[config.mk]
export PLATFORM = sky130hd
export DESIGN_NAME = stx_etx_frame_receiver
export DESIGN_NICKNAME = d
export VERILOG_FILES = /design/src/rtl/stx_pkg.sv /design/src/rtl/stx_ram.sv /design/src/rtl/stx_rx_ctrl.sv /design/src/rtl/stx_replay.sv /design/src/rtl/stx_etx_frame_receiver.sv
export SDC_FILE = /design/constraint.sdc
export NUM_CORES = 1
export LEC_CHECK = 0
export ABC_AREA = 1
export BUFFER_PORTS_ARGS = -buffer_cell sky130_fd_sc_hd__buf_2
export CAP_MARGIN = 30
export CORE_MARGIN = 3
export CORE_UTILIZATION = 53
export DETAILED_ROUTE_END_ITERATION = 10
export MAX_ROUTING_LAYER = met4
export PLACE_DENSITY = 0.69
export RECOVER_POWER = 100
export SYNTH_ARGS = -nofsm -noshare
export SYNTH_HDL_FRONTEND = slang
export SYNTH_SLANG_ARGS = --single-unit
[constraint.sdc]
create_clock -name clk -period 3.88 [get_ports clk]
set_input_delay 0.388 -clock clk [delete_from_list [all_inputs] [get_ports clk]]
set_output_delay 0.388 -clock clk [all_outputs]
set_load 0.03 [all_outputs]
[src/rtl/stx_pkg.sv]
// ----------------------------------------------------------------------------
// stx_pkg
// Shared types and constants for the STX/ETX frame receiver.
// ----------------------------------------------------------------------------
package stx_pkg;

    localparam logic [7:0] STX_BYTE   = 8'h02;
    localparam logic [7:0] ETX_BYTE   = 8'h03;
    localparam int         MIN_FRAME  = 9;
    localparam int         LEN_HI_POS = 5;
    localparam int         LEN_LO_POS = 6;
    localparam int         LEN_W      = 7;
    localparam logic [LEN_W-1:0] MAX_LEN_RST = 7'd64;

    typedef struct packed {
        logic             start;
        logic [LEN_W-1:0] len;
    } frame_req_t;

    typedef enum logic [2:0] {
        RP_IDLE  = 3'b001,
        RP_FETCH = 3'b010,
        RP_SHOW  = 3'b100
    } replay_state_t;

endpackage

[src/rtl/stx_ram.sv]
// ----------------------------------------------------------------------------
// stx_ram
// Generic single-write, single-read RAM with registered read data.
// ----------------------------------------------------------------------------
module stx_ram #(
    parameter int WIDTH = 8,
    parameter int DEPTH = 64
) (
    input  logic                     clk,
    input  logic                     wr_en,
    input  logic [$clog2(DEPTH)-1:0] wr_addr,
    input  logic [WIDTH-1:0]         wr_data,
    input  logic                     rd_en,
    input  logic [$clog2(DEPTH)-1:0] rd_addr,
    output logic [WIDTH-1:0]         rd_data
);

    logic [WIDTH-1:0] mem [DEPTH];
    logic [WIDTH-1:0] rd_data_reg;

    always_ff @(posedge clk)
    begin
        if (wr_en)
        begin
            mem[wr_addr] <= wr_data;
        end
        if (rd_en)
        begin
            rd_data_reg <= mem[rd_addr];
        end
    end

    assign rd_data = rd_data_reg;

endmodule

[src/rtl/stx_rx_ctrl.sv]
// ----------------------------------------------------------------------------
// stx_rx_ctrl
// Start hunting, byte storing, and end-of-frame checks (length, declared
// length, XOR checksum).
// ----------------------------------------------------------------------------
module stx_rx_ctrl #(
    parameter int BUF_BYTES = 64
) (
    input  logic                           clk,
    input  logic                           rst_n,
    input  logic                           accept,
    input  logic [7:0]                     rx_byte,
    input  logic [stx_pkg::LEN_W-1:0]      max_len,
    output logic                           wr_en,
    output logic [$clog2(BUF_BYTES)-1:0]   wr_addr,
    output logic [7:0]                     wr_data,
    output stx_pkg::frame_req_t            req
);

    localparam int IDX_W = $clog2(BUF_BYTES);
    localparam int CNT_W = $clog2(BUF_BYTES + 1);

    logic             in_frame_reg, in_frame_next;
    logic [CNT_W-1:0] cnt_reg, cnt_next;
    logic [7:0]       xor_reg, xor_next;
    logic [15:0]      decl_reg, decl_next;
    logic [CNT_W-1:0] cnt_inc;
    logic             ok;

    assign cnt_inc = cnt_reg + CNT_W'(1);

    always_comb
    begin
        ok = (stx_pkg::LEN_W'(cnt_inc) <= max_len)
          && (cnt_inc >= CNT_W'(stx_pkg::MIN_FRAME))
          && ((decl_reg + 16'(stx_pkg::MIN_FRAME)) == 16'(cnt_inc))
          && (xor_reg == 8'h00);
    end

    always_comb
    begin
        in_frame_next = in_frame_reg;
        cnt_next      = cnt_reg;
        xor_next      = xor_reg;
        decl_next     = decl_reg;
        wr_en         = 1'b0;
        wr_addr       = cnt_reg[IDX_W-1:0];
        wr_data       = rx_byte;
        req.start     = 1'b0;
        req.len       = stx_pkg::LEN_W'(cnt_inc);
        if (accept)
        begin
            if (!in_frame_reg)
            begin
                if (rx_byte == stx_pkg::STX_BYTE)
                begin
                    wr_en         = 1'b1;
                    wr_addr       = '0;
                    cnt_next      = CNT_W'(1);
                    xor_next      = rx_byte;
                    decl_next     = '0;
                    in_frame_next = 1'b1;
                end
            end
            else
            begin
                wr_en    = 1'b1;
                cnt_next = cnt_inc;
                if (cnt_reg == CNT_W'(stx_pkg::LEN_HI_POS))
                begin
                    decl_next = {rx_byte, decl_reg[7:0]};
                end
                else if (cnt_reg == CNT_W'(stx_pkg::LEN_LO_POS))
                begin
                    decl_next = {decl_reg[15:8], rx_byte};
                end
                if (rx_byte != stx_pkg::ETX_BYTE)
                begin
                    xor_next = xor_reg ^ rx_byte;
                    if (cnt_inc == CNT_W'(BUF_BYTES))
                    begin
                        in_frame_next = 1'b0;
                        cnt_next      = '0;
                        xor_next      = '0;
                        decl_next     = '0;
                    end
                end
                else
                begin
                    req.start     = ok;
                    in_frame_next = 1'b0;
                    cnt_next      = '0;
                    xor_next      = '0;
                    decl_next     = '0;
                end
            end
        end
    end

    always_ff @(posedge clk or negedge rst_n)
    begin
        if (!rst_n)
        begin
            in_frame_reg <= 1'b0;
            cnt_reg      <= '0;
            xor_reg      <= '0;
            decl_reg     <= '0;
        end
        else
        begin
            in_frame_reg <= in_frame_next;
            cnt_reg      <= cnt_next;
            xor_reg      <= xor_next;
            decl_reg     <= decl_next;
        end
    end

endmodule

[src/rtl/stx_replay.sv]
// ----------------------------------------------------------------------------
// stx_replay
// Sequencer that reads an accepted frame back from the store, one byte per
// request, with the last mark on the end byte.
// ----------------------------------------------------------------------------
module stx_replay #(
    parameter int BUF_BYTES = 64
) (
    input  logic                          clk,
    input  logic                          rst_n,
    input  stx_pkg::frame_req_t           req,
    input  logic                          out_ready,
    output logic                          out_valid,
    output logic                          last,
    output logic [stx_pkg::LEN_W-1:0]     len,
    output logic                          idle,
    output logic                          rd_en,
    output logic [$clog2(BUF_BYTES)-1:0]  rd_addr
);

    localparam int IDX_W = $clog2(BUF_BYTES);

    stx_pkg::replay_state_t          state_reg, state_next;
    logic [IDX_W-1:0]                idx_reg, idx_next;
    logic [stx_pkg::LEN_W-1:0]       len_reg, len_next;

    assign last      = (stx_pkg::LEN_W'(idx_reg) + stx_pkg::LEN_W'(1)) == len_reg;
    assign len       = len_reg;
    assign idle      = (state_reg == stx_pkg::RP_IDLE);
    assign out_valid = (state_reg == stx_pkg::RP_SHOW);

    always_comb
    begin
        state_next = state_reg;
        idx_next   = idx_reg;
        len_next   = len_reg;
        rd_en      = 1'b0;
        rd_addr    = idx_reg;
        unique case (state_reg)
            stx_pkg::RP_IDLE:
            begin
                if (req.start)
                begin
                    len_next   = req.len;
                    idx_next   = '0;
                    state_next = stx_pkg::RP_FETCH;
                end
            end
            stx_pkg::RP_FETCH:
            begin
                rd_en      = 1'b1;
                state_next = stx_pkg::RP_SHOW;
            end
            stx_pkg::RP_SHOW:
            begin
                if (out_ready)
                begin
                    if (last)
                    begin
                        state_next = stx_pkg::RP_IDLE;
                    end
                    else
                    begin
                        idx_next = idx_reg + IDX_W'(1);
                        rd_en    = 1'b1;
                        rd_addr  = idx_reg + IDX_W'(1);
                    end
                end
            end
            default:
            begin
                state_next = stx_pkg::RP_IDLE;
            end
        endcase
    end

    always_ff @(posedge clk or negedge rst_n)
    begin
        if (!rst_n)
        begin
            state_reg <= stx_pkg::RP_IDLE;
            idx_reg   <= '0;
            len_reg   <= '0;
        end
        else
        begin
            state_reg <= state_next;
            idx_reg   <= idx_next;
            len_reg   <= len_next;
        end
    end

endmodule

[src/rtl/stx_etx_frame_receiver.sv]
// ----------------------------------------------------------------------------
// stx_etx_frame_receiver
// STX/ETX framed byte receiver with XOR checksum; replays good frames.
// ----------------------------------------------------------------------------
// Receive takes one byte per cycle while in_ready is high. When an end byte
// completes a good frame, in_ready drops and the replay sequencer reads the
// frame back from the single-port-read store: the first byte is fetched in
// the RP_FETCH state, then one byte per cycle while out_ready is high. in_ready
// returns the cycle after the last byte is taken. Bad frames are dropped
// with no stall. The frame length limit (max_len_reg) resets to 64.
module stx_etx_frame_receiver #(
    parameter int BUF_BYTES = 64
) (
    input  logic                          clk,
    input  logic                          rst_n,
    input  logic                          cfg_wr_en,
    input  logic [stx_pkg::LEN_W-1:0]     cfg_wr_data,
    input  logic                          in_valid,
    output logic                          in_ready,
    input  logic [7:0]                    rx_byte,
    output logic                          out_valid,
    input  logic                          out_ready,
    output logic [7:0]                    frame_byte,
    output logic                          last_byte,
    output logic [stx_pkg::LEN_W-1:0]     frame_length
);

    localparam int IDX_W = $clog2(BUF_BYTES);

    logic [stx_pkg::LEN_W-1:0] max_len_reg;
    stx_pkg::frame_req_t       req;
    logic                      wr_en;
    logic [IDX_W-1:0]          wr_addr;
    logic [7:0]                wr_data;
    logic                      rd_en;
    logic [IDX_W-1:0]          rd_addr;
    logic                      idle;

    always_ff @(posedge clk or negedge rst_n)
    begin
        if (!rst_n)
        begin
            max_len_reg <= stx_pkg::MAX_LEN_RST;
        end
        else if (cfg_wr_en)
        begin
            max_len_reg <= cfg_wr_data;
        end
    end

    assign in_ready = idle;

    stx_rx_ctrl #(
        .BUF_BYTES (BUF_BYTES)
    ) u_rx_ctrl (
        .clk     (clk),
        .rst_n   (rst_n),
        .accept  (in_valid && in_ready),
        .rx_byte (rx_byte),
        .max_len (max_len_reg),
        .wr_en   (wr_en),
        .wr_addr (wr_addr),
        .wr_data (wr_data),
        .req     (req)
    );

    stx_ram #(
        .WIDTH (8),
        .DEPTH (BUF_BYTES)
    ) u_store (
        .clk     (clk),
        .wr_en   (wr_en),
        .wr_addr (wr_addr),
        .wr_data (wr_data),
        .rd_en   (rd_en),
        .rd_addr (rd_addr),
        .rd_data (frame_byte)
    );

    stx_replay #(
        .BUF_BYTES (BUF_BYTES)
    ) u_replay (
        .clk       (clk),
        .rst_n     (rst_n),
        .req       (req),
        .out_ready (out_ready),
        .out_valid (out_valid),
        .last      (last_byte),
        .len       (frame_length),
        .idle      (idle),
        .rd_en     (rd_en),
        .rd_addr   (rd_addr)
    );

endmodule

==> metrics.cfg <==
[sta]
maxSlewViolCount=435
finalSetupViolCount=0
relSlewSlack=-1.42
grt_setup_unrepaired=false
fin_crit_ns=3.60
fin_crit_sh=0.927
timing_worst_slew_pin_value_ns=3.62
setup_ws_ns=0.282
hold_viol=0
fmax_ghz=0.278
fin_skew_ns=0.0137
fin_setup_tns_ns=0

[synthesis]
netlist-cell-type-count=46
yosys_most_used_dff=edfxtp_1
synth_top_area_cell=edfxtp_1
synth_fp_nets=2614
yosysSeqAreaShare=0.639
netlist_top_cells_count=nand3_1 (601), edfxtp_1 (520), nand2_1 (454)
synthTopCellsByArea=edfxtp_1 (59%), nand3_1 (11%), nand2_1 (6.4%)
ys_seq_elements=575
syn-cell-area_um2=26600
synth.top_cell.area_share=0.588
synth.most_common_cell=nand3_1
synthArstFlopShare=0.0957
avgSynthCellArea_um2=10.3
synth_edf_count=520
synthCells=2583
yosys_warnings=0

[worst_setup_path]
r2r-start=u_replay.idx_reg[0]$_DFFE_PN0P_
cp.required_ns=4.24
cp-start-kind=flop
worstSetupPathType=flop to flop
cp-end-kind=flop
rrSetupSlack_ns=0.28
path_max_fanout=37
r2r_cells=21
crit_start=u_replay.idx_reg[0]$_DFFE_PN0P_
arrival_ns=3.96

[cts]
cts_made_buffers=59
cts_tree=done
cts_max_path_buffers=3
cts_setup_buffers=0
clk_latency_ns=0.61
clk_pin_slew_worst_paths_ns=0.06
cts_sinks=575
cts_root_buffer=clkbuf_16
cts_max_level=2

[floorplan]
io_pins=38
start_util=0.540
die_h_um=230
fp-row-count=81
die-area_um2=52900
fp.coreArea_um2=49300
die_x_um=230

[grt]
antenna_found_initial=1
gr-total-overflow=0
grt.total_usage=0.273
grt_pass1_vias=18500
grt_pass1_wl_um=109000
grt_max_degree=112

[place]
port_buffers=37
pre_cts_ws_ns=0.287
hpwlAfterDp_um=43000
place_area_um2=27700
place_congestion=0.889

[cells_and_area]
utilization=0.601
regArea_um2=17000
multi_input_area_um2=7530
fillCellCount=4118
finalInstanceArea_um2=29600
nets=2656
layout-drive-gt1-share=0.0666
largest_reg_flops=512
area_growth_pct=11.5

[drt]
drtPass1Iterations=7
wl_per_cell_um=21.2
drc=0
drtAntennaViolNets=0
viasPerCell=5.76
drt_iter0_drc=2407
vias=19200
drt-total-wl_um=70700

[hold_path]
worstHoldPathType=input port to flop
hold_path_startpoint=cfg_wr_en
worstHoldPathCells=3

[power]
p_leak_uw=0.0119
powerDensity_nw_per_um2=493
ir_drop_v=0.000374

[run]
cap_violations=8

[run_status]
outcome=finished, violations left
violations=max-capacitance violations, max-slew violations

[metrics by stage]
stage | total power, uW | instances | hold slack (ns)
after floorplan | 8360 | 2583 | 0.0924
after global placement | 9000 | 3219 | 0.488
after detailed placement | 9050 | 3220 | 0.497
after CTS | 14700 | 3338 | 0.0539
after global routing | 15100 | 3340 | 0.118
final | 14600 | 3340 | 0.0835
[metal layers]
metal  vias to the layer above  track usage  routed length, um
met5                         -            -                  0
met4                         0       0.0986               2480
met3                       154       0.0396               5560
met2                       878        0.427              33400
met1                      9330        0.368              29300
li1                       8878            -                  -
[cells in the final DEF (no fill, tap or decap), drive strengths merged, types with 2 or more instances in the layout]
cell type,netlist,layout
a21oi,13,13
inv,373,373
dfrtp,53,53
buf,113,54
nand2,457,457
dfstp,2,2
o21ai,37,37
o31ai,3,3
nor4,7,7
edfxtp,520,520
nand3b,175,175
xor2,13,13
o211ai,4,4
nor2,109,109
diode,0,2
nand4,18,18
or2,9,9
dlygate4sd3,0,8
bufinv,0,5
clkbuf,31,138
a22oi,3,3
o22ai,10,10
o21bai,2,2
clkinvlp,0,3
nor3,5,5
ha,11,11
nand3,602,602
clkinv,2,29
[final cells by class]
type | instances | share of cell area
Antenna cell | 2 | 0.000169
Clock buffer | 75 | 0.0560
Clock inverter | 35 | 0.0101
Inverter | 375 | 0.0475
Multi-Input combinational cell | 1489 | 0.254
Sequential cell | 575 | 0.574
Tap cell | 664 | 0.0280
Timing Repair Buffer | 125 | 0.0305
[critical path: stages, from the launching register on]
cell,delay (ns)
dfrtp_1,0.37
buf_4,0.16
inv_2,0.06
nor2_2,0.21
nand2_1,0.10
nand2_1,0.09
nand2_1,0.05
nand2_1,0.07
nor2_1,0.05
nand2_2,0.12
nand2_1,0.12
inv_1,0.21
nand2_1,0.10
nand3_1,0.12
o21ai_4,0.15
inv_2,0.13
buf_6,0.33
nand3_1,0.18
nand3_1,0.14
nand3_1,0.20
nand3_1,0.25
nand2_1,0.09
[report_power, final]
part	internal (uW)	switching, uW
Sequential	7070	207
Clock	3330	2360
Combinational	484	1160
Total	10900	3730
[kinds of logic (layout without fill, tap and decap cells)]
kind of cell    Yosys count  in the layout  share of synthesized area
simple gates           1385           1385                      0.253
flops                   575            575                      0.639
buf+inv                 519            610                     0.0793
compound gates           78             78                     0.0179
xor+xnor                 14             14                    0.00461
fa+ha+maj                11             11                    0.00518
mux                       1              1                   0.000424
other cells               0              2                          0
[final timing paths]
check,endpoint
max,u_store.rd_data[0]$_DFFE_PP_
min in group asynchronous,u_replay.idx_reg[2]$_DFFE_PN0P_
max in group asynchronous,u_rx_ctrl.cnt_reg[4]$_DFFE_PN0P_
min,max_len_reg[6]$_DFFE_PN1P_
max reg2reg,u_store.rd_data[0]$_DFFE_PP_
min reg2reg,u_rx_ctrl.decl_reg[1]$_DFFE_PN0P_
[repair_timing]
action / in CTS / in global routing
gates resized for setup: 0 / 1
hold buffers: 8 / 0
hold endpoints to repair: 36 / 0
endpoints found under the setup margin: 0 / 1
Power figures use the tool's default switching activity.
